[config.mk]
export PLATFORM = sky130hd
export DESIGN_NAME = uvs_front
export DESIGN_NICKNAME = d
export VERILOG_FILES = /design/src/hw/rtl/uv_sphere_vertex_generator_macros.svh /design/src/hw/rtl/uvs_pkg.sv /design/src/hw/rtl/uvs_front.sv
export SDC_FILE = /design/constraint.sdc
export NUM_CORES = 1
export LEC_CHECK = 0
export ABC_AREA = 1
export ABC_CLOCK_PERIOD_IN_PS = 7500
export BUFFER_PORTS_ARGS = -buffer_cell sky130_fd_sc_hd__clkbuf_2
export CORE_MARGIN = 2
export CORE_UTILIZATION = 47
export CTS_CLUSTER_DIAMETER = 40
export DETAILED_ROUTE_END_ITERATION = 16
export GPL_TIMING_DRIVEN = 0
export MAX_ROUTING_LAYER = met4
export PLACE_DENSITY = 0.78
export SETUP_SLACK_MARGIN = 0.02
export SYNTH_ARGS = -nofsm -noshare
export SYNTH_HDL_FRONTEND = slang
export SYNTH_SLANG_ARGS = --single-unit
export TNS_END_PERCENT = 50
[constraint.sdc]
create_clock -name clk -period 7.5 [get_ports clk]
set_input_delay 0.75 -clock clk [delete_from_list [all_inputs] [get_ports clk]]
set_output_delay 0.75 -clock clk [all_outputs]
set_load 0.005 [all_outputs]
[src/hw/rtl/uv_sphere_vertex_generator_macros.svh]
// Assertion macros shared by the UV sphere vertex generator RTL.
// No dependencies; included by files that carry concurrent assertions.
`ifndef UV_SPHERE_VERTEX_GENERATOR_MACROS_SVH
`define UV_SPHERE_VERTEX_GENERATOR_MACROS_SVH

// same-cycle implication
`define UVS_ASSERT_IMPL(label, clk, rst_n, ante, cons) \
	label: assert property (@(posedge clk) disable iff (!rst_n) (ante) |-> (cons)) \
		else $error("uvs assertion failed");

// next-cycle implication
`define UVS_ASSERT_NEXT(label, clk, rst_n, ante, cons) \
	label: assert property (@(posedge clk) disable iff (!rst_n) (ante) |=> (cons)) \
		else $error("uvs assertion failed");

`endif

[src/hw/rtl/uvs_pkg.sv]
// Package for the UV sphere vertex generator: types, constants, CORDIC table,
// divider and CORDIC step functions. No dependencies.
package uvs_pkg;

	localparam int unsigned CORDIC_STAGES_DEF = 16;
	localparam int unsigned CORDIC_TABLE_LEN  = 24;
	localparam int unsigned DIV_STEPS         = 33;
	localparam int unsigned QUEUE_DEPTH       = 2;
	localparam int unsigned QPTR_W            = $clog2(QUEUE_DEPTH);
	localparam int unsigned QCNT_W            = $clog2(QUEUE_DEPTH + 1);

	localparam logic [1:0] REG_RING_COUNT    = 2'd0;
	localparam logic [1:0] REG_SEGMENT_COUNT = 2'd1;
	localparam logic [1:0] REG_SPHERE_RADIUS = 2'd2;

	localparam logic [7:0]  RING_COUNT_RST    = 8'd16;
	localparam logic [7:0]  SEGMENT_COUNT_RST = 8'd16;
	localparam logic [15:0] SPHERE_RADIUS_RST = 16'd256;

	localparam logic [7:0] RINGS_MIN = 8'd2;
	localparam logic [7:0] SEGS_MIN  = 8'd3;
	localparam logic [7:0] COUNT_MAX = 8'd254;

	localparam logic signed [31:0] CORDIC_GAIN = 32'sd652032874;
	localparam logic signed [31:0] ONE_Q30     = 32'sd1073741824;

	localparam logic signed [31:0] ATAN_TURNS [CORDIC_TABLE_LEN] = '{
		32'sh20000000, 32'sh12E4051D, 32'sh09FB385B, 32'sh051111D4, 32'sh028B0D43,
		32'sh0145D7E1, 32'sh00A2F61E, 32'sh00517C55, 32'sh0028BE53, 32'sh00145F2E,
		32'sh000A2F98, 32'sh000517CC, 32'sh00028BE6, 32'sh000145F3, 32'sh0000A2F9,
		32'sh0000517C, 32'sh000028BE, 32'sh0000145F, 32'sh00000A2F, 32'sh00000517,
		32'sh0000028B, 32'sh00000145, 32'sh000000A2, 32'sh00000051
	};

	typedef struct packed {
		logic [7:0]  ring;
		logic [7:0]  seg;
		logic [7:0]  rings;
		logic [7:0]  segs;
		logic [15:0] radius;
		logic [15:0] corner_upper;
		logic [15:0] corner_lower;
		logic        quad_valid;
	} item_t;

	typedef struct packed {
		logic [7:0]  rem;
		logic [32:0] quo;
		logic        rnd16;
		logic        rnd31;
		logic        rnd32;
	} div_t;

	typedef struct packed {
		item_t it;
		div_t  dr;
		div_t  ds;
	} div_stg_t;

	typedef struct packed {
		logic signed [31:0] x;
		logic signed [31:0] y;
		logic signed [31:0] z;
	} rot_t;

	typedef struct packed {
		logic [15:0] corner_upper;
		logic [15:0] corner_lower;
		logic        quad_valid;
		logic [15:0] radius;
		logic [16:0] tex_u;
		logic [16:0] tex_v;
	} side_t;

	typedef struct packed {
		rot_t       t;
		rot_t       p;
		logic [1:0] qt;
		logic [1:0] qp;
		side_t      side;
	} cor_t;

	typedef struct packed {
		logic signed [31:0] s;
		logic signed [31:0] c;
	} sc_t;

	// one restoring step of num * 2^j / d; rounding bits latched at j = 16, 31, 32
	function automatic div_t div_step(div_t p, logic [7:0] num, logic [7:0] d, logic [5:0] j);
		logic [8:0] r2;
		logic [8:0] rs;
		logic       ge;
		logic [7:0] half_up;
		div_t       n;
		half_up = 8'(({1'b0, d} + 9'd1) >> 1);
		r2 = (j == 6'd0) ? {1'b0, num} : {p.rem, 1'b0};
		ge = r2 >= {1'b0, d};
		rs = ge ? (r2 - {1'b0, d}) : r2;
		n = p;
		n.rem = rs[7:0];
		n.quo = (j == 6'd0) ? {32'd0, ge} : {p.quo[31:0], ge};
		if (j == 6'd16) begin
			n.rnd16 = rs[7:0] >= half_up;
		end
		if (j == 6'd31) begin
			n.rnd31 = rs[7:0] >= half_up;
		end
		if (j == 6'd32) begin
			n.rnd32 = rs[7:0] >= half_up;
		end
		return n;
	endfunction

	function automatic rot_t rot_step(rot_t a, logic [4:0] i);
		rot_t n;
		if (!a.z[31]) begin
			n.x = a.x - (a.y >>> i);
			n.y = a.y + (a.x >>> i);
			n.z = a.z - ATAN_TURNS[i];
		end else begin
			n.x = a.x + (a.y >>> i);
			n.y = a.y - (a.x >>> i);
			n.z = a.z + ATAN_TURNS[i];
		end
		return n;
	endfunction

	function automatic logic signed [31:0] clamp_q30(logic signed [31:0] v);
		logic signed [31:0] r;
		if (v > ONE_Q30) begin
			r = ONE_Q30;
		end else if (v < -ONE_Q30) begin
			r = -ONE_Q30;
		end else begin
			r = v;
		end
		return r;
	endfunction

	function automatic sc_t quad_map(rot_t r, logic [1:0] q);
		sc_t o;
		case (q)
			2'd0: begin
				o.s = r.y;
				o.c = r.x;
			end
			2'd1: begin
				o.s = r.x;
				o.c = -r.y;
			end
			2'd2: begin
				o.s = -r.y;
				o.c = -r.x;
			end
			default: begin
				o.s = -r.x;
				o.c = r.y;
			end
		endcase
		o.s = clamp_q30(o.s);
		o.c = clamp_q30(o.c);
		return o;
	endfunction

endpackage

[src/hw/rtl/uvs_front.sv]
// Front end: configuration registers, count/index clamping, corner indices.
// Depends on uvs_pkg.
module uvs_front (
	input  logic               clk,
	input  logic               arst_n,
	input  logic               cfg_we,
	input  logic [1:0]         cfg_index,
	input  logic [15:0]        cfg_data,
	input  logic               start,
	input  logic [7:0]         ring_index,
	input  logic [7:0]         segment_index,
	input  logic               q_full,
	output logic               push,
	output uvs_pkg::item_t     push_item
);
	import uvs_pkg::*;

	logic [7:0]  ring_count_q;
	logic [7:0]  segment_count_q;
	logic [15:0] sphere_radius_q;
	logic [7:0]  rings, segs, ring, seg;
	logic [16:0] prod;

	always_ff @(posedge clk or negedge arst_n) begin
		if (!arst_n) begin
			ring_count_q    <= RING_COUNT_RST;
			segment_count_q <= SEGMENT_COUNT_RST;
			sphere_radius_q <= SPHERE_RADIUS_RST;
		end else if (cfg_we) begin
			case (cfg_index)
				REG_RING_COUNT:    ring_count_q    <= cfg_data[7:0];
				REG_SEGMENT_COUNT: segment_count_q <= cfg_data[7:0];
				REG_SPHERE_RADIUS: sphere_radius_q <= cfg_data;
				default: ;
			endcase
		end
	end

	always_comb begin
		rings = (ring_count_q < RINGS_MIN) ? RINGS_MIN :
			(ring_count_q > COUNT_MAX) ? COUNT_MAX : ring_count_q;
		segs = (segment_count_q < SEGS_MIN) ? SEGS_MIN :
			(segment_count_q > COUNT_MAX) ? COUNT_MAX : segment_count_q;
		ring = (ring_index > rings) ? rings : ring_index;
		seg  = (segment_index > segs) ? segs : segment_index;
		prod = 17'(ring) * (17'(segs) + 17'd1) + 17'(seg);
		push_item.ring         = ring;
		push_item.seg          = seg;
		push_item.rings        = rings;
		push_item.segs         = segs;
		push_item.radius       = sphere_radius_q;
		push_item.corner_upper = prod[15:0];
		push_item.corner_lower = prod[15:0] + 16'(segs) + 16'd1;
		push_item.quad_valid   = (ring < rings) && (seg < segs);
		push = start && !q_full;
	end

endmodule

### Word level (Yosys, flattened, before mapping)

Cells that the tools add are included.

| operators by class | value |
|---|---|
| reductions and logical operators | 7 |
| eq/ne operators | 2 |
| multipliers | 1 |
| add/subtract/negate cells | 4 |
| magnitude comparators | 8 |
| muxes and demuxes | 6 |

Operator list:

| cell | number |
|---|---|
| 8-bit two-way mux | 6 |
| 16-bit by 8-bit adder with 16-bit output | 2 |
| 16-bit by 1-bit adder with 16-bit output, second input constant | 1 |
| 8-bit > comparator | 2 |
| 8-bit > comparator, second input constant | 2 |
| 8-bit by 2-bit less-than comparator with 1-bit output, second input constant | 2 |
| 8-bit less-than comparator | 2 |
| 8-bit by 9-bit multiplier with 16-bit output | 1 |
| 8-bit by 1-bit adder with 9-bit output, second input constant | 1 |
| 2-bit AND reduction | 3 |
| 2-bit by 1-bit equality test with 1-bit output, second input constant | 1 |
| 2-bit equality test, second input constant | 1 |
| 1-bit logical AND | 2 |
| 2-bit logical NOT | 1 |
| 1-bit logical NOT | 1 |

| word-level totals | value |
|---|---|
| register bits after elaboration | 32 |
| output and inout port bits | 82 |
| logic and storage cells | 31 |

### Logic depth before layout (Yosys ltp)

| logic depth | value |
|---|---|
| word-level depth | 9 |
| depth in mapped cells | 44 |
| depth with buffers taken out | 43 |

### Worst setup path before layout

No wires, ideal clock.

| timing path | value |
|---|---|
| kind | reg-to-output |
| start | reg segment_count_q[4] |
| end | out push_item[15] (netlist name) |
| cell stages (with the launch flop) | 39 |
| buffers on the path | 1 |
| data arrival time | 6429 ps |
| data required time | 6750 ps |
| path slack | 321 ps |
| cells stage by stage | dfstp_2 -> nor2_1 -> nand4_2 -> inv_1 -> or2_4 -> inv_2 -> ha_1 -> nand2_1 -> nand2_1 -> nand2_1 -> nand2_1 -> nand2_1 -> nand2_1 -> nand2_1 -> clkbuf_1 -> nand2_1 -> o21ai_0 -> inv_1 -> [3 not listed] -> inv_1 -> fa_1 -> fa_1 -> inv_1 -> ha_1 -> nand2_1 -> nand3_1 -> xnor2_1 -> inv_1 -> ha_1 -> nand2_1 -> o21ai_0 -> a21oi_1 -> nor2_2 -> nand3_2 -> nor2_2 -> nand2_1 -> xnor2_1 |

RTL lines:

| element | RTL line | source |
|---|---|---|
| start, declared | uvs_front.sv:19 | `logic [7:0] segment_count_q;` |
| start signal, assigned | uvs_front.sv:32 | `REG_SEGMENT_COUNT: segment_count_q <= cfg_data[7:0];` |
| end, declared | uvs_front.sv:14 | `output uvs_pkg::item_t push_item` |

==> results.txt <==
status - finished, final reports clean
Cell Area, Placed - 0.006523 mm2
Synth top area share - 17.44%
FF+latch count, synth - 32
syn_nets - 959
slowest stage delay, CP - 530 ps
Synth cell types - 41
RR Endpoint - segment_count_q[4]
Worst setup SP type - register
most common cell in the netlist - nand2_1
Seq/Total Area, Yosys - 14.02%
row count - 40
reg2reg start - segment_count_q[4]
largest net degree at the start of global routing - 33
worst-path fanout max - 10
largest cells by area after synthesis - fa_1 (17%), ha_1 (16%), dfrtp_1 (13%), nand2_1 (12%), inv_1 (11%)
leading area contributor after synthesis - fa_1
Reg2Reg Setup Slack - 6510 ps
syn avg cell area - 7.218 um2
Routed met1 length - 6.599 mm
Fin. Hold Viols - 0
die area - 0.01311 mm2
ANT nets after route - 0
Post-synth ARST share - 100.0%
vias in the first global route - 5419
core footprint - 0.01196 mm2
max layer used - met4
DR vias - 5793
Most used DFF post-synth - dfrtp_1
DRT Pass-1 Iters - 5
cts bufs inserted - 5
routed wl met2 - 8.088 mm
Hold Path Stages - 2
Ports - 121
Hold Path Class - reg -> reg
Worst Tran Pin Value - 782.4 ps
CTS tree - done
most frequent cells after synthesis - nand2_1 (187), inv_1 (173), ha_1 (75)
crit path time final - 7359 ps
Slew headroom - 47.84%
Post-Route Skew - 0 ps
RSZ-0062 raised after global routing - yes
Final HPWL DP - 11.84 mm
initial detailed-routing violation count - 297
H-Tree Depth - 2
WL met3 - 1.076 mm
die height - 114.5 um
fin area - 0.007538 mm2
routed len/inst - 14.37 um
Port Buffers - 120
first-pass GRT wire length - 24.94 mm
Final Setup Violations - 0
Hold Crit Start - sphere_radius_q[0]
CP Data Required Time - 6750 ps
global route overflow - 0
clock slew seen by the registers of the worst setup and hold paths - 50 ps
clock sinks - 32
initial antenna violation count - 0
kind of critical path - reg -> out
Fill cells - 956
ant diodes - 0
drt drc - 0
Die W - 114.5 um
Initial Util - 47.97%
period utilization - 98.11%
Worst R2R Path Depth - 3
Worst Hold End - sphere_radius_q[0]
Detailed Route WL - 16.22 mm
Worst setup EP type - output pin
Max Fclk - 0.1359 GHz
later-pin clock latency in the skew report - 270 ps
Hold WS - 480.2 ps
GR Util All Layers - 23.82%
Post-synth EDFFs - 0
gpl congestion - 0.9143
Layout Cells excl Fill - 1129
Post-Syn Area - 0.005738 mm2
nets - 1145
Max Cap Violations - 0
DR vias/cell - 5.131
cells after synthesis - 795
DP Cell Count - 1062
clock root buffer - clkbuf_16
CTS Buffer Depth - 2
fin. max-slew vios - 0
Crit-path slowest cell - fa_1
fraction of layout cells with a size suffix above 1 - 34.62%
Yosys warning total - 0
cell mode on critical path - nand2_1
Worst EP arrival - 6610 ps
# hold bufs at CTS - 0
Area Growth Syn to Fin - 31.38%
## layer usage
layer	track usage, %	vias up
met5	-	-
met4	4.553	0
met3	3.123	48
li1	-	2797
met2	40.47	249
met1	30.70	2699
## metrics by stage
step,setup TNS (ps),utilization (%),worst slack (ps)
after floorplan,0,-,321.2
after global routing,-827.5,63.02,-205.1
after CTS,0,57.56,25.51
after global placement,-1438,54.53,-387.5
after detailed placement,-1934,54.53,-461.9
final,0,63.02,141.4
## cells by family after synthesis
kind of cell / count (synthesis) / synth area share [%]
flip-flops: 32 / 14.02
AND/OR/NAND/NOR: 333 / 26.54
buffers and inverters: 201 / 13.50
XOR/XNOR: 20 / 3.053
multiplexers: 8 / 1.570
AO/OA/AOI/OAI: 76 / 7.523
adder cells (fa/ha/maj): 125 / 33.80
## cell usage in the layout, fill, tap and decap left out, types with 7 or more instances in the layout
| cell type | count |
|---|---|
| o21ai_0 | 27 |
| nor2_2 | 19 |
| inv_2 | 20 |
| nor2_1 | 50 |
| inv_1 | 155 |
| nand2_2 | 27 |
| nand3_2 | 8 |
| dfrtp_1 | 26 |
| o21ai_4 | 9 |
| a21oi_1 | 23 |
| xor2_1 | 12 |
| clkbuf_1 | 17 |
| nand2_1 | 176 |
| buf_4 | 59 |
| nand4_1 | 8 |
| fa_1 | 48 |
| ha_1 | 65 |
| o21ai_2 | 10 |
| nand3_1 | 23 |
| mux2_2 | 8 |
| clkbuf_2 | 119 |
| ha_4 | 7 |
## critical path: cells and delay by family, from the launching register on
| family | cells | cell delay (ps) |
|---|---|---|
| AOI/OAI and AO/OA | 3 | 440 |
| xor gates and xnor gates | 2 | 320 |
| adders and majority gates | 7 | 2780 |
| buffers and inverters | 10 | 870 |
| DFF | 1 | 450 |
| and+or+nand+nor | 17 | 1440 |
## flip-flops by register name, indices dropped and copies added (netlist names)
| name | flops |
|---|---|
| sphere_radius_q | 16 |
| ring_count_q | 8 |
| segment_count_q | 8 |
## worst max path at each step
stage / to / start
4_1_cts: push_item[16] / ring_count_q[2]
3_3_place_gp: push_item[15] / segment_count_q[4]
6_report: push_item[15] / ring_count_q[3]
3_5_place_dp: push_item[15] / segment_count_q[4]
5_1_grt: push_item[15] / ring_count_q[3]
2_1_floorplan: push_item[15] / segment_count_q[4]
## repair_timing
action / in CTS / in global routing
endpoints found under the setup margin: 10 / 9
resized for setup: 30 / 89
pin swaps: 8 / 31
buffers inserted: 15 / 44
## final cells by class
class	count	area, um2	area share [%]
plain buffers	19	101.3	1.344
clock buffers	6	128.9	1.710
clock inverters	2	35.03	0.4647
inverters	182	706.9	9.378
multi-input cells	562	4531	60.10
flip-flops and latches	32	808.3	10.72
well taps	147	183.9	2.440
repair buffers	179	1044	13.84
Power is not shown: default switching activity piles up to over one toggle a cycle in this logic, so the estimate is an artifact.
