$ cat config.mk
export PLATFORM = sky130hd
export DESIGN_NAME = uvs_queue
export DESIGN_NICKNAME = d
export VERILOG_FILES = /design/src/hw/rtl/uvs_pkg.sv /design/src/hw/rtl/uvs_queue.sv
export VERILOG_INCLUDE_DIRS = /design/src /design/src/hw/rtl
export SDC_FILE = /design/constraint.sdc
export NUM_CORES = 1
export LEC_CHECK = 0
export ABC_AREA = 1
export BUFFER_PORTS_ARGS = -buffer_cell sky130_fd_sc_hd__buf_4
export CELL_PAD_IN_SITES_DETAIL_PLACEMENT = 0
export CELL_PAD_IN_SITES_GLOBAL_PLACEMENT = 1
export CORE_MARGIN = 2
export CORE_UTILIZATION = 40
export DETAILED_ROUTE_END_ITERATION = 10
export GPL_TIMING_DRIVEN = 0
export PLACE_DENSITY = 0.81
export SETUP_SLACK_MARGIN = 0.05
export SYNTH_ARGS = -nofsm -noshare
export SYNTH_HDL_FRONTEND = slang
export SYNTH_SLANG_ARGS = --single-unit
$ cat constraint.sdc
create_clock -name clk -period 8.5 [get_ports clk]
set_input_delay 0.85 -clock clk [delete_from_list [all_inputs] [get_ports clk]]
set_output_delay 0.85 -clock clk [all_outputs]
set_load 0.01 [all_outputs]
$ cat src/hw/rtl/uv_sphere_vertex_generator_macros.svh
// Assertion macros shared by the UV sphere vertex generator RTL.
// No dependencies; included by files that carry concurrent assertions.
`ifndef UV_SPHERE_VERTEX_GENERATOR_MACROS_SVH
`define UV_SPHERE_VERTEX_GENERATOR_MACROS_SVH

// same-cycle implication
`define UVS_ASSERT_IMPL(label, clk, rst_n, ante, cons) \
	label: assert property (@(posedge clk) disable iff (!rst_n) (ante) |-> (cons)) \
		else $error("uvs assertion failed");

// next-cycle implication
`define UVS_ASSERT_NEXT(label, clk, rst_n, ante, cons) \
	label: assert property (@(posedge clk) disable iff (!rst_n) (ante) |=> (cons)) \
		else $error("uvs assertion failed");

`endif

$ cat src/hw/rtl/uvs_pkg.sv
// Package for the UV sphere vertex generator: types, constants, CORDIC table,
// divider and CORDIC step functions. No dependencies.
package uvs_pkg;

	localparam int unsigned CORDIC_STAGES_DEF = 16;
	localparam int unsigned CORDIC_TABLE_LEN  = 24;
	localparam int unsigned DIV_STEPS         = 33;
	localparam int unsigned QUEUE_DEPTH       = 2;
	localparam int unsigned QPTR_W            = $clog2(QUEUE_DEPTH);
	localparam int unsigned QCNT_W            = $clog2(QUEUE_DEPTH + 1);

	localparam logic [1:0] REG_RING_COUNT    = 2'd0;
	localparam logic [1:0] REG_SEGMENT_COUNT = 2'd1;
	localparam logic [1:0] REG_SPHERE_RADIUS = 2'd2;

	localparam logic [7:0]  RING_COUNT_RST    = 8'd16;
	localparam logic [7:0]  SEGMENT_COUNT_RST = 8'd16;
	localparam logic [15:0] SPHERE_RADIUS_RST = 16'd256;

	localparam logic [7:0] RINGS_MIN = 8'd2;
	localparam logic [7:0] SEGS_MIN  = 8'd3;
	localparam logic [7:0] COUNT_MAX = 8'd254;

	localparam logic signed [31:0] CORDIC_GAIN = 32'sd652032874;
	localparam logic signed [31:0] ONE_Q30     = 32'sd1073741824;

	localparam logic signed [31:0] ATAN_TURNS [CORDIC_TABLE_LEN] = '{
		32'sh20000000, 32'sh12E4051D, 32'sh09FB385B, 32'sh051111D4, 32'sh028B0D43,
		32'sh0145D7E1, 32'sh00A2F61E, 32'sh00517C55, 32'sh0028BE53, 32'sh00145F2E,
		32'sh000A2F98, 32'sh000517CC, 32'sh00028BE6, 32'sh000145F3, 32'sh0000A2F9,
		32'sh0000517C, 32'sh000028BE, 32'sh0000145F, 32'sh00000A2F, 32'sh00000517,
		32'sh0000028B, 32'sh00000145, 32'sh000000A2, 32'sh00000051
	};

	typedef struct packed {
		logic [7:0]  ring;
		logic [7:0]  seg;
		logic [7:0]  rings;
		logic [7:0]  segs;
		logic [15:0] radius;
		logic [15:0] corner_upper;
		logic [15:0] corner_lower;
		logic        quad_valid;
	} item_t;

	typedef struct packed {
		logic [7:0]  rem;
		logic [32:0] quo;
		logic        rnd16;
		logic        rnd31;
		logic        rnd32;
	} div_t;

	typedef struct packed {
		item_t it;
		div_t  dr;
		div_t  ds;
	} div_stg_t;

	typedef struct packed {
		logic signed [31:0] x;
		logic signed [31:0] y;
		logic signed [31:0] z;
	} rot_t;

	typedef struct packed {
		logic [15:0] corner_upper;
		logic [15:0] corner_lower;
		logic        quad_valid;
		logic [15:0] radius;
		logic [16:0] tex_u;
		logic [16:0] tex_v;
	} side_t;

	typedef struct packed {
		rot_t       t;
		rot_t       p;
		logic [1:0] qt;
		logic [1:0] qp;
		side_t      side;
	} cor_t;

	typedef struct packed {
		logic signed [31:0] s;
		logic signed [31:0] c;
	} sc_t;

	// one restoring step of num * 2^j / d; rounding bits latched at j = 16, 31, 32
	function automatic div_t div_step(div_t p, logic [7:0] num, logic [7:0] d, logic [5:0] j);
		logic [8:0] r2;
		logic [8:0] rs;
		logic       ge;
		logic [7:0] half_up;
		div_t       n;
		half_up = 8'(({1'b0, d} + 9'd1) >> 1);
		r2 = (j == 6'd0) ? {1'b0, num} : {p.rem, 1'b0};
		ge = r2 >= {1'b0, d};
		rs = ge ? (r2 - {1'b0, d}) : r2;
		n = p;
		n.rem = rs[7:0];
		n.quo = (j == 6'd0) ? {32'd0, ge} : {p.quo[31:0], ge};
		if (j == 6'd16) begin
			n.rnd16 = rs[7:0] >= half_up;
		end
		if (j == 6'd31) begin
			n.rnd31 = rs[7:0] >= half_up;
		end
		if (j == 6'd32) begin
			n.rnd32 = rs[7:0] >= half_up;
		end
		return n;
	endfunction

	function automatic rot_t rot_step(rot_t a, logic [4:0] i);
		rot_t n;
		if (!a.z[31]) begin
			n.x = a.x - (a.y >>> i);
			n.y = a.y + (a.x >>> i);
			n.z = a.z - ATAN_TURNS[i];
		end else begin
			n.x = a.x + (a.y >>> i);
			n.y = a.y - (a.x >>> i);
			n.z = a.z + ATAN_TURNS[i];
		end
		return n;
	endfunction

	function automatic logic signed [31:0] clamp_q30(logic signed [31:0] v);
		logic signed [31:0] r;
		if (v > ONE_Q30) begin
			r = ONE_Q30;
		end else if (v < -ONE_Q30) begin
			r = -ONE_Q30;
		end else begin
			r = v;
		end
		return r;
	endfunction

	function automatic sc_t quad_map(rot_t r, logic [1:0] q);
		sc_t o;
		case (q)
			2'd0: begin
				o.s = r.y;
				o.c = r.x;
			end
			2'd1: begin
				o.s = r.x;
				o.c = -r.y;
			end
			2'd2: begin
				o.s = -r.y;
				o.c = -r.x;
			end
			default: begin
				o.s = -r.x;
				o.c = r.y;
			end
		endcase
		o.s = clamp_q30(o.s);
		o.c = clamp_q30(o.c);
		return o;
	endfunction

endpackage

$ cat src/hw/rtl/uvs_queue.sv
// Two-entry transaction queue between front end and back end.
// Depends on uvs_pkg and the assertion macro header.
`include "uv_sphere_vertex_generator_macros.svh"
module uvs_queue (
	input  logic           clk,
	input  logic           arst_n,
	input  logic           push,
	input  uvs_pkg::item_t push_item,
	output logic           full,
	output logic           pop_valid,
	output uvs_pkg::item_t pop_item
);
	import uvs_pkg::*;

	item_t             mem_q [QUEUE_DEPTH];
	logic [QPTR_W-1:0] wr_ptr_q, rd_ptr_q;
	logic [QCNT_W-1:0] cnt_q;

	assign full      = cnt_q == QCNT_W'(QUEUE_DEPTH);
	assign pop_valid = cnt_q != '0;
	assign pop_item  = mem_q[rd_ptr_q];

	always_ff @(posedge clk) begin
		if (push) begin
			mem_q[wr_ptr_q] <= push_item;
		end
	end

	always_ff @(posedge clk or negedge arst_n) begin
		if (!arst_n) begin
			wr_ptr_q <= '0;
			rd_ptr_q <= '0;
			cnt_q    <= '0;
		end else begin
			if (push) begin
				wr_ptr_q <= wr_ptr_q + QPTR_W'(1);
			end
			if (pop_valid) begin
				rd_ptr_q <= rd_ptr_q + QPTR_W'(1);
			end
			case ({push, pop_valid})
				2'b10:   cnt_q <= cnt_q + QCNT_W'(1);
				2'b01:   cnt_q <= cnt_q - QCNT_W'(1);
				default: cnt_q <= cnt_q;
			endcase
		end
	end

	`UVS_ASSERT_IMPL(a_cnt_bound, clk, arst_n, 1'b1, cnt_q <= QCNT_W'(QUEUE_DEPTH))
	`UVS_ASSERT_IMPL(a_no_overflow, clk, arst_n, push, !full)
	`UVS_ASSERT_NEXT(a_drain, clk, arst_n, !push && pop_valid, cnt_q == $past(cnt_q) - QCNT_W'(1))

endmodule

; Yosys cells after proc, flatten, opt, wreduce, memory -nomap -nowiden
; Memories as Yosys holds them, arrays and structs flattened.
; Index checks and enable logic that the tools add are counted.
[totals]
ff_bits = 4
word_cells = 16
mem_count = 1
in_bits = 84
out_inout_bits = 83
ramBits = 162
[mem_list]
columns = name, words, width, rd, rd_clocked_by_memory_dff, wr, line
row1 = mem_q, 2, 81, 1, 0, 1, uvs_queue.sv:15  ; item_t mem_q [QUEUE_DEPTH];
[classes]
muxes = 3
n_reduce_logical = 2
n_eq_ne = 3
add_sub_neg = 4
[op_table]
columns = cell, n
row1 = 2-bit == test (second input constant), 2
row2 = 2-bit one-hot mux with 2 select lines, 1
row3 = 2-bit nonzero test, 2
row4 = 1-bit adder (second input constant), 2
row5 = 2-bit by 1-bit adder with 2-bit output (second input constant), 1
row6 = 2-bit by 1-bit == test with 1-bit output (second input constant), 1
row7 = 1-bit 2-to-1 mux, 2
row8 = 2-bit by 1-bit subtractor with 2-bit output (second input constant), 1

; Logic depth before layout (Yosys ltp)
; Gate-level depths: netlist (run 1).
[logic_depth]
ltp_word = 3
mapped_depth = 8
depth_no_buf = 8

; Least setup slack after synthesis (run 1)
; Ideal clock, no wire load.
[synth_timing]
kind = input port to flip-flop
startpoint = input port push
endpoint = memory mem_q[0][0] (netlist name) (enable)
required_ns = 7.977
arrival_ns = 4.304
n_path_buf = 0
cell_stages = 2
path_slack_ns = 3.673
setup_time_ns = 0.523
cell_sequence = inv_1 nor2_1
[synth_via]
elab_chain_cells = 2
[synth_rtl]
columns = element, line
row1 = from (decl), uvs_queue.sv:7  ; input logic push,
row2 = 1-bit 2-to-1 mux, uvs_queue.sv:24  ; if (push) begin
row3 = 1-bit 2-to-1 mux (not written as such), uvs_queue.sv:25  ; mem_q[wr_ptr_q] <= push_item;
row4 = to (decl), uvs_queue.sv:15
; No other way between the ends.

==> summary.md, run 1 <==
| Metric | Value |
|---|---|
| Met2 GRT Util | `24.9%` |
| Grt met1 use | `18.9%` |
| CTS tree | `yes` |
| CORE AREA | `around 15000 sq um` |
| Non-filler instance count after layout | `838` |
| Die Y | `about 130 um` |
| Vias in the first global route | `3789` |
| Most frequent cell after synthesis | `nand2_1` |
| Static Leak | `3.60 nW` |
| Post-Syn Nets | `533` |
| Final cycle utilization of the critical path | `27.9%` |
| GRT busiest layer | `met2` |
| Max IR drop VDD | `0.231 mV` |
| Layout cells sized above 1 | `~35%` |
| Placed Cells | `806` |
| GRT overflow | `0` |
| WP data arrival | `1520 ps` |
| Setup bufs post-CTS | `0` |
| Remaining DRCs | `0` |
| R2R Path End | `mem_q[0][12]` |
| First-pass GRT wire length | `18900 um` |
| Post-synth cell types | `15` |
| Critical Path, Cell by Cell | `buf_6, inv_12, buf_6, nand2_1, nand2_1, buf_4` |
| Sum of negative setup slack | `0 ps` |
| Ys Warns | `0` |
| Worst R2R Setup Slack | `6790 ps` |
| Iteration-0 DRC Markers | `between 100 and 150` |
| Synth area leader | `edfxtp_1` |
| Slew HR | `59.3%` |
| Setup crit end kind | `primary output` |
| RSZ-0062 raised after global routing | `no` |
| DIE WIDTH | `129 um` |
| Max-cap viol count | `0` |
| Slew Viols, Final | `0` |
| Clock share of power | `25.7%` |
| Psw | `0.000929 W` |
| Fin. Hold Viols | `0` |
| Maximum clock path buffer count | `2` |
| Global-route met3 utilization | `about 5.3%` |
| N_diodes | `0` |
| Status | `finished clean` |
| Slowest-stage cell, CP | `dfrtp_1` |
| CP Max Fanout | `10` |
| Internal power | `0.00202 W` |
| Worst-Margin Slew | `610 ps` |
| Mapped Cells | `approximately 450` |
| Number of synthesized flops with an enable pin | `162` |
| Vias per cell | `roughly 4.5` |
| Setup CP Type | `flop to primary output` |
| Worst setup SP type | `flop` |
| Clk sinks | `166` |
| Synth top area cells | `edfxtp_1 78%, nand2_1 14%, buf_6 2.7%` |
| Worst-Skew Late Latency | `420 ps` |
| Die area | `around 17000 sq um` |
| Initial antenna violation count | `0` |
| Routed vias | `3774` |
| Critical Path RT | `7650 ps` |
| Critical Path Source | `rd_ptr_q` |
| Highest Clock Rate | `422 MHz` |
| Pin count of the biggest net entering global routing | `45` |
| Syn-to-layout area delta | `34.9%` |
| Buffers added on ports | `around 170` |
| Synthesized flop and latch total | `166` |
| Depth of the worst register-to-register path | `3` |
| Switching fraction of total power | `31.5%` |
| Final setup fails | `0` |
| Most common flop cell mapped by yosys | `edfxtp_1` |
| HP Class | `primary input to asynchronous set/reset pin` |
| Synthesized area | `6230 sq um` |
| Multi-input gate area | `1030 sq um` |
| Number of I/O pins | `167` |
| Post-synth ARST share | `approximately 2.4%` |
| CTS-repair resized insts | `0` |
| Final wirelength | `12600 um` |
| Dpl hpwl | `around 8500 um` |
| Final ANT Viol Nets | `0` |
| Worst r2r src | `wr_ptr_q` |
| NumNets Final | `722` |
| Clk slew on worst S/H paths | `60 ps` |
| Post-CTS Hold Fix Bufs | `0` |
| Combinational fraction of design power | `36.0%` |
| Sequential fraction of the synthesis area | `79.7%` |
| Max stage delay on crit path | `roughly 370 ps` |
| Placer Congestion | `between 0.6 and 0.7` |
| Final-layout fill cell count | `1279` |
| Post-Syn Area per Cell | `about 14 sq um` |
| Wire per inst | `15.0 um` |
| Initial Util | `41.0%` |
| Num rows | `45` |
| GRT Total Usage | `15.4%` |
| Pwr/cell area | `around 350 nW/um^2` |
| Share of power burned in registers | `38.3%` |
| CP endpoint | `pop_item[77]` |
| Hold slack final | `210 ps` |
| Post-layout min period | `around 2400 ps` |
| CTS Buf Count | `17` |
| Synth cell count leaders | `234 x nand2_1, 162 x edfxtp_1, 15 x buf_6, 14 x nand2_2, 7 x inv_1` |
| H-tree depth | `4` |
| Pre-antenna DRT Iters | `4` |
| Register area | `approximately 5000 sq um` |
| Yosys top cell area share | `78.1%` |
| CTS root buf | `clkbuf_16` |
| Fin Clk Skew | `about 15 ps` |
[power by group through the flow]
stage | logic [W] | registers (W) | clock network (W)
finish | 0.00106 | 0.00113 | 0.000757
global route | 0.00117 | 0.00114 | 0.000809
CTS | 0.00109 | 0.00113 | 0.000775
detailed placement | 0.00109 | 0.00115 | 0
global placement | 0.00104 | 0.00117 | 0
floorplan | 0.000562 | 0.00115 | 0
[per-stage QoR]
step	cell area, sq um	util (%)	total power, W	setup slack (ps)
final	8400	55.3	0.00295	6130
after global routing	8400	55.3	0.00312	6030
after CTS	8400	55.3	0.00299	6100
after detailed placement	7820	51.4	0.00223	6210
after global placement	7710	50.7	0.00220	1580
after floorplan	6230	-	0.00171	3670
[registers in the layout, indices dropped and copies added, names as in the netlist]
signal	cells
wr_ptr_q	1
mem_q	162
cnt_q	2
rd_ptr_q	1
[critical path: cells and delay by family (launching register included)]
family        cells  cell delay [ps]
buf+inv           4              570
flops             1              370
simple gates      2              140
[cell type report]
cell class,count,area share (%)
clock buffer,18,5.11
inverter,8,0.536
timing repair buffer,170,16.0
buffer,17,2.34
tap,188,2.80
multi-input combinational,257,12.3
clock inverter,14,1.86
sequential,166,59.1
[routing by layer]
metal	up-vias	wire length, um
met5	-	0
met2	119	6180
met4	0	170
met3	14	835
li1	1887	-
met1	1754	5400
[logic make-up after synthesis]
| group | after synthesis | synth area share (%) |
|---|---|---|
| xor+xnor | 3 | 0.422 |
| buf+inv | 25 | 3.84 |
| flops | 166 | 79.7 |
| simple gates | 253 | 15.9 |
| fa+ha+maj | 1 | 0.201 |
[layout by cell type, fill, tap and decap left out, drive strengths merged]
cell and n:
dfrtp 4, bufinv 3, nand2 248, nand3 1
ha 1, xor2 2, clkinv 7, nor2 3
xnor2 1, nand4 1, buf 187, inv 11
clkinvlp 1, edfxtp 162, clkbuf 18
[worst min-delay path by stage]
stage | start | to | slack (ps) | depth (start not counted)
2_1_floorplan | cnt_q[1] | cnt_q[1] | 460 | 2
4_1_cts | arst_n | cnt_q[0] | 200 | 1
6_report | arst_n | cnt_q[0] | 210 | 1
5_1_grt | arst_n | rd_ptr_q | 190 | 1
3_5_place_dp | cnt_q[1] | cnt_q[1] | 510 | 2
3_3_place_gp | wr_ptr_q | wr_ptr_q | 480 | 1
Note: power is estimated with default switching activity, not from simulation.
==> inputs of run 2 (changes only) <==
==> constraint.sdc (replaced) <==
create_clock -name clk -period 2.2 [get_ports clk]
set_input_delay 0.22 -clock clk [delete_from_list [all_inputs] [get_ports clk]]
set_output_delay 0.22 -clock clk [all_outputs]
set_load 0.01 [all_outputs]
==> run 2 against run 1 <==
Against the previous run: design area grew 9.2%; routed wire length rose by 8.5%; hold slack worse by 76 ps; sequential cell count stayed put; global-route usage grew 1.1 points; clock skew shrank 4.9 ps; clock power increased to 3.6 times the previous value; register-to-register slack lost 6500 ps; sequential power increased to 3.9 times the previous value; largest power group unchanged.
==> summary.md, run 2 (synthesized netlist as in run 1, its figures left out) <==
| Metric | Value |
|---|---|
| CTS-repair resized insts | `0 (unchanged)` |
| Placer Congestion | `0.699 (+0.76%)` |
| Worst-Skew Late Latency | `420 ps (about the same)` |
| DIE WIDTH | `129 um (unchanged)` |
| Max-cap viol count | `0 (unchanged)` |
| Setup CP Type | `primary input to flop` |
| Sum of negative setup slack | `0 ps (unchanged)` |
| Post-layout min period | `1960 ps` |
| Largest Register | `mem_q` |
| H-tree depth | `4 (unchanged)` |
| CP dominant cell by count | `buf_12` |
| Final Instance Area | `9180 sq um (+9.2%)` |
| Dpl hpwl | `8870 um (+4.0%)` |
| Max IR drop VDD | `0.605 mV (+160%)` |
| Status | `finished clean` |
| WP data arrival | `2070 ps (+550 ps)` |
| Max stage delay on crit path | `580 ps (+210 ps)` |
| Slowest-stage cell, CP | `nor2_4` |
| Static Leak | `3.92 nW (+8.7%)` |
| Vias per cell | `4.54 (+0.91%)` |
| Syn-to-layout area delta | `47.2%` |
| Psw | `0.00363 W (+290%)` |
| Buffers added on ports | `166 (unchanged)` |
| Post-CTS Hold Fix Bufs | `83 (+83)` |
| Die Y | `129 um (unchanged)` |
| Combinational fraction of design power | `37.4% (+1.4 points)` |
| Pwr/cell area | `1240 nW/um^2 (+250%)` |
| Wire per inst | `14.9 um (-0.94%)` |
| First-pass GRT wire length | `20600 um (+9.2%)` |
| Routed vias | `4172 (+11%)` |
| Max reg flops | `162 (unchanged)` |
| Clk sinks | `166 (unchanged)` |
| Highest Clock Rate | `510 MHz` |
| Pin count of the biggest net entering global routing | `35 (-22%)` |
| Most frequent cells in the layout | `234 x nand2_1, 167 x buf_4, 162 x edfxtp_1` |
| Non-filler instance count after layout | `918 (+9.5%)` |
| Maximum clock path buffer count | `2 (unchanged)` |
| Internal power | `0.00774 W (+280%)` |
| Dpl cell area | `7800 sq um (-0.18%)` |
| Critical Path, Cell by Cell | `dlygate4sd3_1, buf_4, inv_1, nor2_4, buf_12, buf_12` |
| Fin Clk Skew | `9.83 ps (-4.92 ps)` |
| Final setup fails | `0 (unchanged)` |
| CTS Buf Count | `17 (unchanged)` |
| Largest regs | `mem_q x162, cnt_q x2` |
| Die area | `16600 sq um (unchanged)` |
| Worst-Margin Slew | `748 ps (+138 ps)` |
| Pre-antenna DRT Iters | `4 (unchanged)` |
| Fin. Hold Viols | `0 (unchanged)` |
| Layout cells sized above 1 | `31.5% (-3.9 points)` |
| Final wirelength | `13700 um (+8.5%)` |
| Clock share of power | `24.2% (-1.5 points)` |
| Remaining DRCs | `0 (unchanged)` |
| Commonest non-fill, non-tap cell in the layout | `nand2_1` |
| CP Max Fanout | `32 (+22)` |
| NumNets Final | `805 (+11%)` |
| N_diodes | `0 (unchanged)` |
| Setup bufs post-CTS | `0 (unchanged)` |
| GRT Total Usage | `16.5% (+1.1 points)` |
| CORE AREA | `15200 sq um (unchanged)` |
| Final ANT Viol Nets | `0 (unchanged)` |
| Final cycle utilization of the critical path | `89.1%` |
| RSZ-0062 raised after global routing | `no` |
| Number of I/O pins | `167 (unchanged)` |
| CTS root buf | `clkbuf_16` |
| GRT overflow | `0 (unchanged)` |
| Slew HR | `50.0% (-9.3 points)` |
| Initial Util | `41.0% (unchanged)` |
| Worst setup SP type | `primary input` |
| CTS tree | `yes` |
| Setup crit end kind | `flop` |
| Initial antenna violation count | `0 (unchanged)` |
| Critical Path RT | `2310 ps (-5340 ps)` |
| Iteration-0 DRC Markers | `171 (+31%)` |
| Vias in the first global route | `4181 (+10%)` |
| HP Class | `primary input to asynchronous set/reset pin` |
| Num rows | `45 (unchanged)` |
| Switching fraction of total power | `31.9% (+0.41 points)` |
| Placed Cells | `806 (unchanged)` |
| Share of power burned in registers | `38.4% (about the same)` |
| Slew Viols, Final | `0 (unchanged)` |
| Clk slew on worst S/H paths | `60 ps (about the same)` |
## run 2: through the flow
| stage | total power (W) | hold WS [ps] | util (%) | setup slack, ps |
|---|---|---|---|---|
| final | 0.0114 | 133 | 60.4 | 241 |
| after global routing | 0.0120 | 127 | 60.4 | 134 |
| after CTS | 0.0115 | 117 | 60.4 | 227 |
| after detailed placement | 0.00862 | 20.4 | 51.3 | 267 |
| after global placement | 0.00849 | 19.2 | 50.8 | -610 |
| after floorplan | 0.00660 | -75.6 | - | 114 |
## run 2: final cells by class
type | count | area (sq um)
clock inverters | 12 | 115
well taps | 188 | 235
plain buffers | 17 | 196
multi-input cells | 257 | 1030
inverters | 8 | 46.3
clock buffers | 17 | 425
flip-flops and latches | 166 | 4960
fillers | 1179 | 6030
repair buffers | 253 | 2160
## run 2: worst paths after layout
| check | start | to | slack (ps) | cells after the start |
|---|---|---|---|---|
| setup / recovery | push | mem_q[0][11] | 240 | 6 |
| hold / removal | arst_n | wr_ptr_q | 130 | 2 |
| setup reg to reg | wr_ptr_q | mem_q[0][11] | 310 | 3 |
| hold reg to reg | cnt_q[1] | cnt_q[1] | 550 | 2 |
| max in group asynchronous | arst_n | rd_ptr_q | 1970 | 2 |
| min in group clk | push_item[14] | mem_q[1][14] | 520 | 2 |
## run 2: worst max-delay path, delay by kind of cell
kind          cells  cell delay, ps
buf+inv           5            1250
simple gates      1             580
## run 2: power by group through the flow
| stage | Clock [W] | Combinational [W] | Sequential, W |
|---|---|---|---|
| 2_1_floorplan | 0 | 0.00218 | 0.00441 |
| 3_3_place_gp | 0 | 0.00404 | 0.00445 |
| 3_5_place_dp | 0 | 0.00419 | 0.00443 |
| 4_1_cts | 0.00280 | 0.00432 | 0.00437 |
| 5_1_grt | 0.00294 | 0.00464 | 0.00442 |
| 6_report | 0.00275 | 0.00424 | 0.00437 |
## run 2: metal layers
| metal | part of all wire (%) | GRT usage (%) | vias to the layer above |
|---|---|---|---|
| met1 | 42 | 19.6 | 1972 |
| met3 | 4.8 | 4.24 | 16 |
| met5 | 0 | 0 | - |
| met2 | 52 | 29.2 | 136 |
| met4 | 1.5 | 5.82 | 0 |
| li1 | - | - | 2048 |
==> inputs of run 3 (changes only) <==
--- a/config.mk
+++ b/config.mk
@@ -8,9 +8,10 @@
 export LEC_CHECK = 0
 export ABC_AREA = 1
 export BUFFER_PORTS_ARGS = -buffer_cell sky130_fd_sc_hd__buf_4
+export CAP_MARGIN = 15
 export CELL_PAD_IN_SITES_DETAIL_PLACEMENT = 0
 export CELL_PAD_IN_SITES_GLOBAL_PLACEMENT = 1
-export CORE_MARGIN = 2
+export CORE_MARGIN = 3
 export CORE_UTILIZATION = 40
 export DETAILED_ROUTE_END_ITERATION = 10
 export GPL_TIMING_DRIVEN = 0
@@ -19,3 +20,4 @@
 export SYNTH_ARGS = -nofsm -noshare
 export SYNTH_HDL_FRONTEND = slang
 export SYNTH_SLANG_ARGS = --single-unit
+export TNS_END_PERCENT = 10
==> run 3 against run 2 <==
Against the previous run: critical path type unchanged; hold slack improved by 7.0 ps; highest routed layer unchanged; via count fell by 2.2%; design area about the same.
==> summary.md, run 3 (synthesized netlist as in run 1, its figures left out) <==
| Metric | Value |
|---|---|
| Clk sinks | `166 (unchanged)` |
| Static Leak | `3.92 nW (+0.16%)` |
| RSZ-0062 raised after global routing | `no` |
| WP data arrival | `2000 ps (-70 ps)` |
| Max IR drop VDD | `0.923 mV (+53%)` |
| Die Y | `131 um (+1.6%)` |
| Dpl cell area | `7790 sq um (-0.14%)` |
| Vias per cell | `4.46 (-1.8%)` |
| Multi-input gate area | `1030 sq um (unchanged)` |
| Critical Path Source | `push` |
| Worst r2r src | `wr_ptr_q` |
| Critical Path, Cell by Cell | `dlygate4sd3_1, buf_4, inv_1, nor2_4, buf_12` |
| Max stage delay on crit path | `740 ps (+160 ps)` |
| Num rows | `44 (-2.2%)` |
| Iteration-0 DRC Markers | `249 (+46%)` |
| GRT overflow | `0 (unchanged)` |
| Worst Path Buf+Inv | `4 (-1)` |
| First-pass GRT wire length | `20300 um (-1.8%)` |
| Initial antenna violation count | `0 (unchanged)` |
| R2R Path End | `mem_q[0][37]` |
| Syn-to-layout area delta | `47.1% (about the same)` |
| Placed Cells | `801 (-0.62%)` |
| Worst setup SP type | `primary input` |
| Commonest non-fill, non-tap cell in the layout | `nand2_1` |
| GRT Total Usage | `15.7% (-0.85 points)` |
| CTS Buf Count | `17 (unchanged)` |
| Top layer in use | `met4` |
| Post-layout min period | `1900 ps (-56.6 ps)` |
| Slew HR | `34.7% (-15 points)` |
| Max-cap viol count | `0 (unchanged)` |
| Final worst slack | `297 ps (+56.6 ps)` |
| N_diodes | `0 (unchanged)` |
| Final wirelength | `13200 um (-3.6%)` |
| Met1 wire length | `5690 um (-0.25%)` |
| Pre-antenna DRT Iters | `4 (unchanged)` |
| Fin. Hold Viols | `0 (unchanged)` |
| H-tree depth | `4 (unchanged)` |
| Die area | `17100 sq um (+3.1%)` |
| CORE AREA | `14900 sq um (-2.2%)` |
| Sum of negative setup slack | `0 ps (unchanged)` |
| Buffers added on ports | `166 (unchanged)` |
| Pin count of the biggest net entering global routing | `45 (+29%)` |
| Maximum clock path buffer count | `2 (unchanged)` |
| Placer Congestion | `0.746 (+6.7%)` |
| Critical Path RT | `2300 ps (about the same)` |
| Most frequent cells in the layout | `234 x nand2_1, 167 x buf_4, 162 x edfxtp_1` |
| Final Instance Area | `9170 sq um (about the same)` |
| Max reg flops | `162 (unchanged)` |
| Status | `finished clean` |
| Largest Register | `mem_q` |
| Clk slew on worst S/H paths | `60 ps (about the same)` |
| Dpl hpwl | `8720 um (-1.7%)` |
| Worst-Margin Slew | `978 ps (+230 ps)` |
| DR WL met3 | `714 um (+7.9%)` |
| CTS tree | `yes` |
| Remaining DRCs | `0 (unchanged)` |
| Non-filler instance count after layout | `914 (-0.44%)` |
| Total power | `0.0113 W (-0.37%)` |
| NumNets Final | `804 (-0.12%)` |
| Largest regs | `mem_q x162, cnt_q x2` |
| Layout cells sized above 1 | `31.5% (unchanged)` |
| Slowest-stage cell, CP | `nor2_4` |
| Wire per inst | `14.4 um (-3.2%)` |
| DIE WIDTH | `131 um (+1.6%)` |
| Final ANT Viol Nets | `0 (unchanged)` |
| Family with the most delay on the worst path | `buffers and inverters` |
| Setup crit end kind | `flop` |
| Worst-Skew Late Latency | `410 ps (about the same)` |
| Post-Place Worst Slack | `309 ps (+42.2 ps)` |
| Met2 wire length | `6560 um (-7.5%)` |
| CTS root buf | `clkbuf_16` |
| Number of I/O pins | `167 (unchanged)` |
| Final-layout fill cell count | `1109 (-5.9%)` |
| Initial Util | `41.9% (+0.93 points)` |
| Slew Viols, Final | `0 (unchanged)` |
| Highest Clock Rate | `526 MHz (+3.0%)` |
| Depth of the worst register-to-register path | `2 (-1)` |
| Worst R2R Setup Slack | `360 ps (+50 ps)` |
| CTS-repair resized insts | `0 (unchanged)` |
| Final setup fails | `0 (unchanged)` |
| Vias in the first global route | `4117 (-1.5%)` |
| CP Max Fanout | `32 (unchanged)` |
| Setup CP Type | `primary input to flop` |
| Routed vias | `4079 (-2.2%)` |
| Fin Clk Skew | `4.73 ps (-5.10 ps)` |
| HP Class | `primary input to asynchronous set/reset pin` |
| Final cycle utilization of the critical path | `86.5% (-2.6 points)` |
| Register area | `4960 sq um (unchanged)` |
| Pwr/cell area | `1230 nW/um^2 (-0.30%)` |
==> run 3: cell count changes in the layout (fill, tap and decap cells not counted), sizes merged <==
cell	previous run	this run
inv	7	8
buf	187	186
clkbuf	17	20
clkinvlp	3	2
clkinv	8	6
==> run 3: final cells by class <==
class | count | area share (%)
Sequential cell | 166 | 54.1
Clock inverter | 10 | 1.19
Timing Repair Buffer | 252 | 23.5
Multi-Input combinational cell | 257 | 11.3
Clock buffer | 20 | 4.76
Buffer | 17 | 2.14
Inverter | 8 | 0.491
Tap cell | 184 | 2.51
==> run 3: how the worst max path moves through the flow <==
stage	cells after the start	to	slack [ps]
final	5	mem_q[0][37]	300
after CTS	5	mem_q[0][43]	270
after global routing	5	mem_q[0][18]	180
after floorplan	2	mem_q[1][0]	-280
after detailed placement	2	mem_q[0][36]	310
after global placement	2	mem_q[1][36]	-1110
==> run 3: what timing repair did <==
action / in CTS / in global routing
hold endpoints to repair: 167 / 0
setup buffers: 0 / 0
hold buffers: 83 / 0
==> run 3: metal layers <==
metal	GRT usage (%)	vias to the layer above
met3	4.76	17
met4	5.02	0
li1	-	2054
met5	0	-
met2	26.1	125
met1	19.8	1883
==> run 3: power by group <==
part           total, W  internal (W)  switching, W  leakage (nW)
Sequential      0.00436       0.00420      0.000162          1.57
Combinational   0.00422       0.00190       0.00232          2.09
Clock           0.00274       0.00165       0.00109         0.265
==> run 3: stage by stage <==
stage                     hold slack (ps)  utilization (%)
after floorplan                     -75.6                -
after global placement               18.9             51.9
after detailed placement             22.0             52.4
after CTS                             118             61.7
after global routing                  130             61.7
final                                 141             61.7
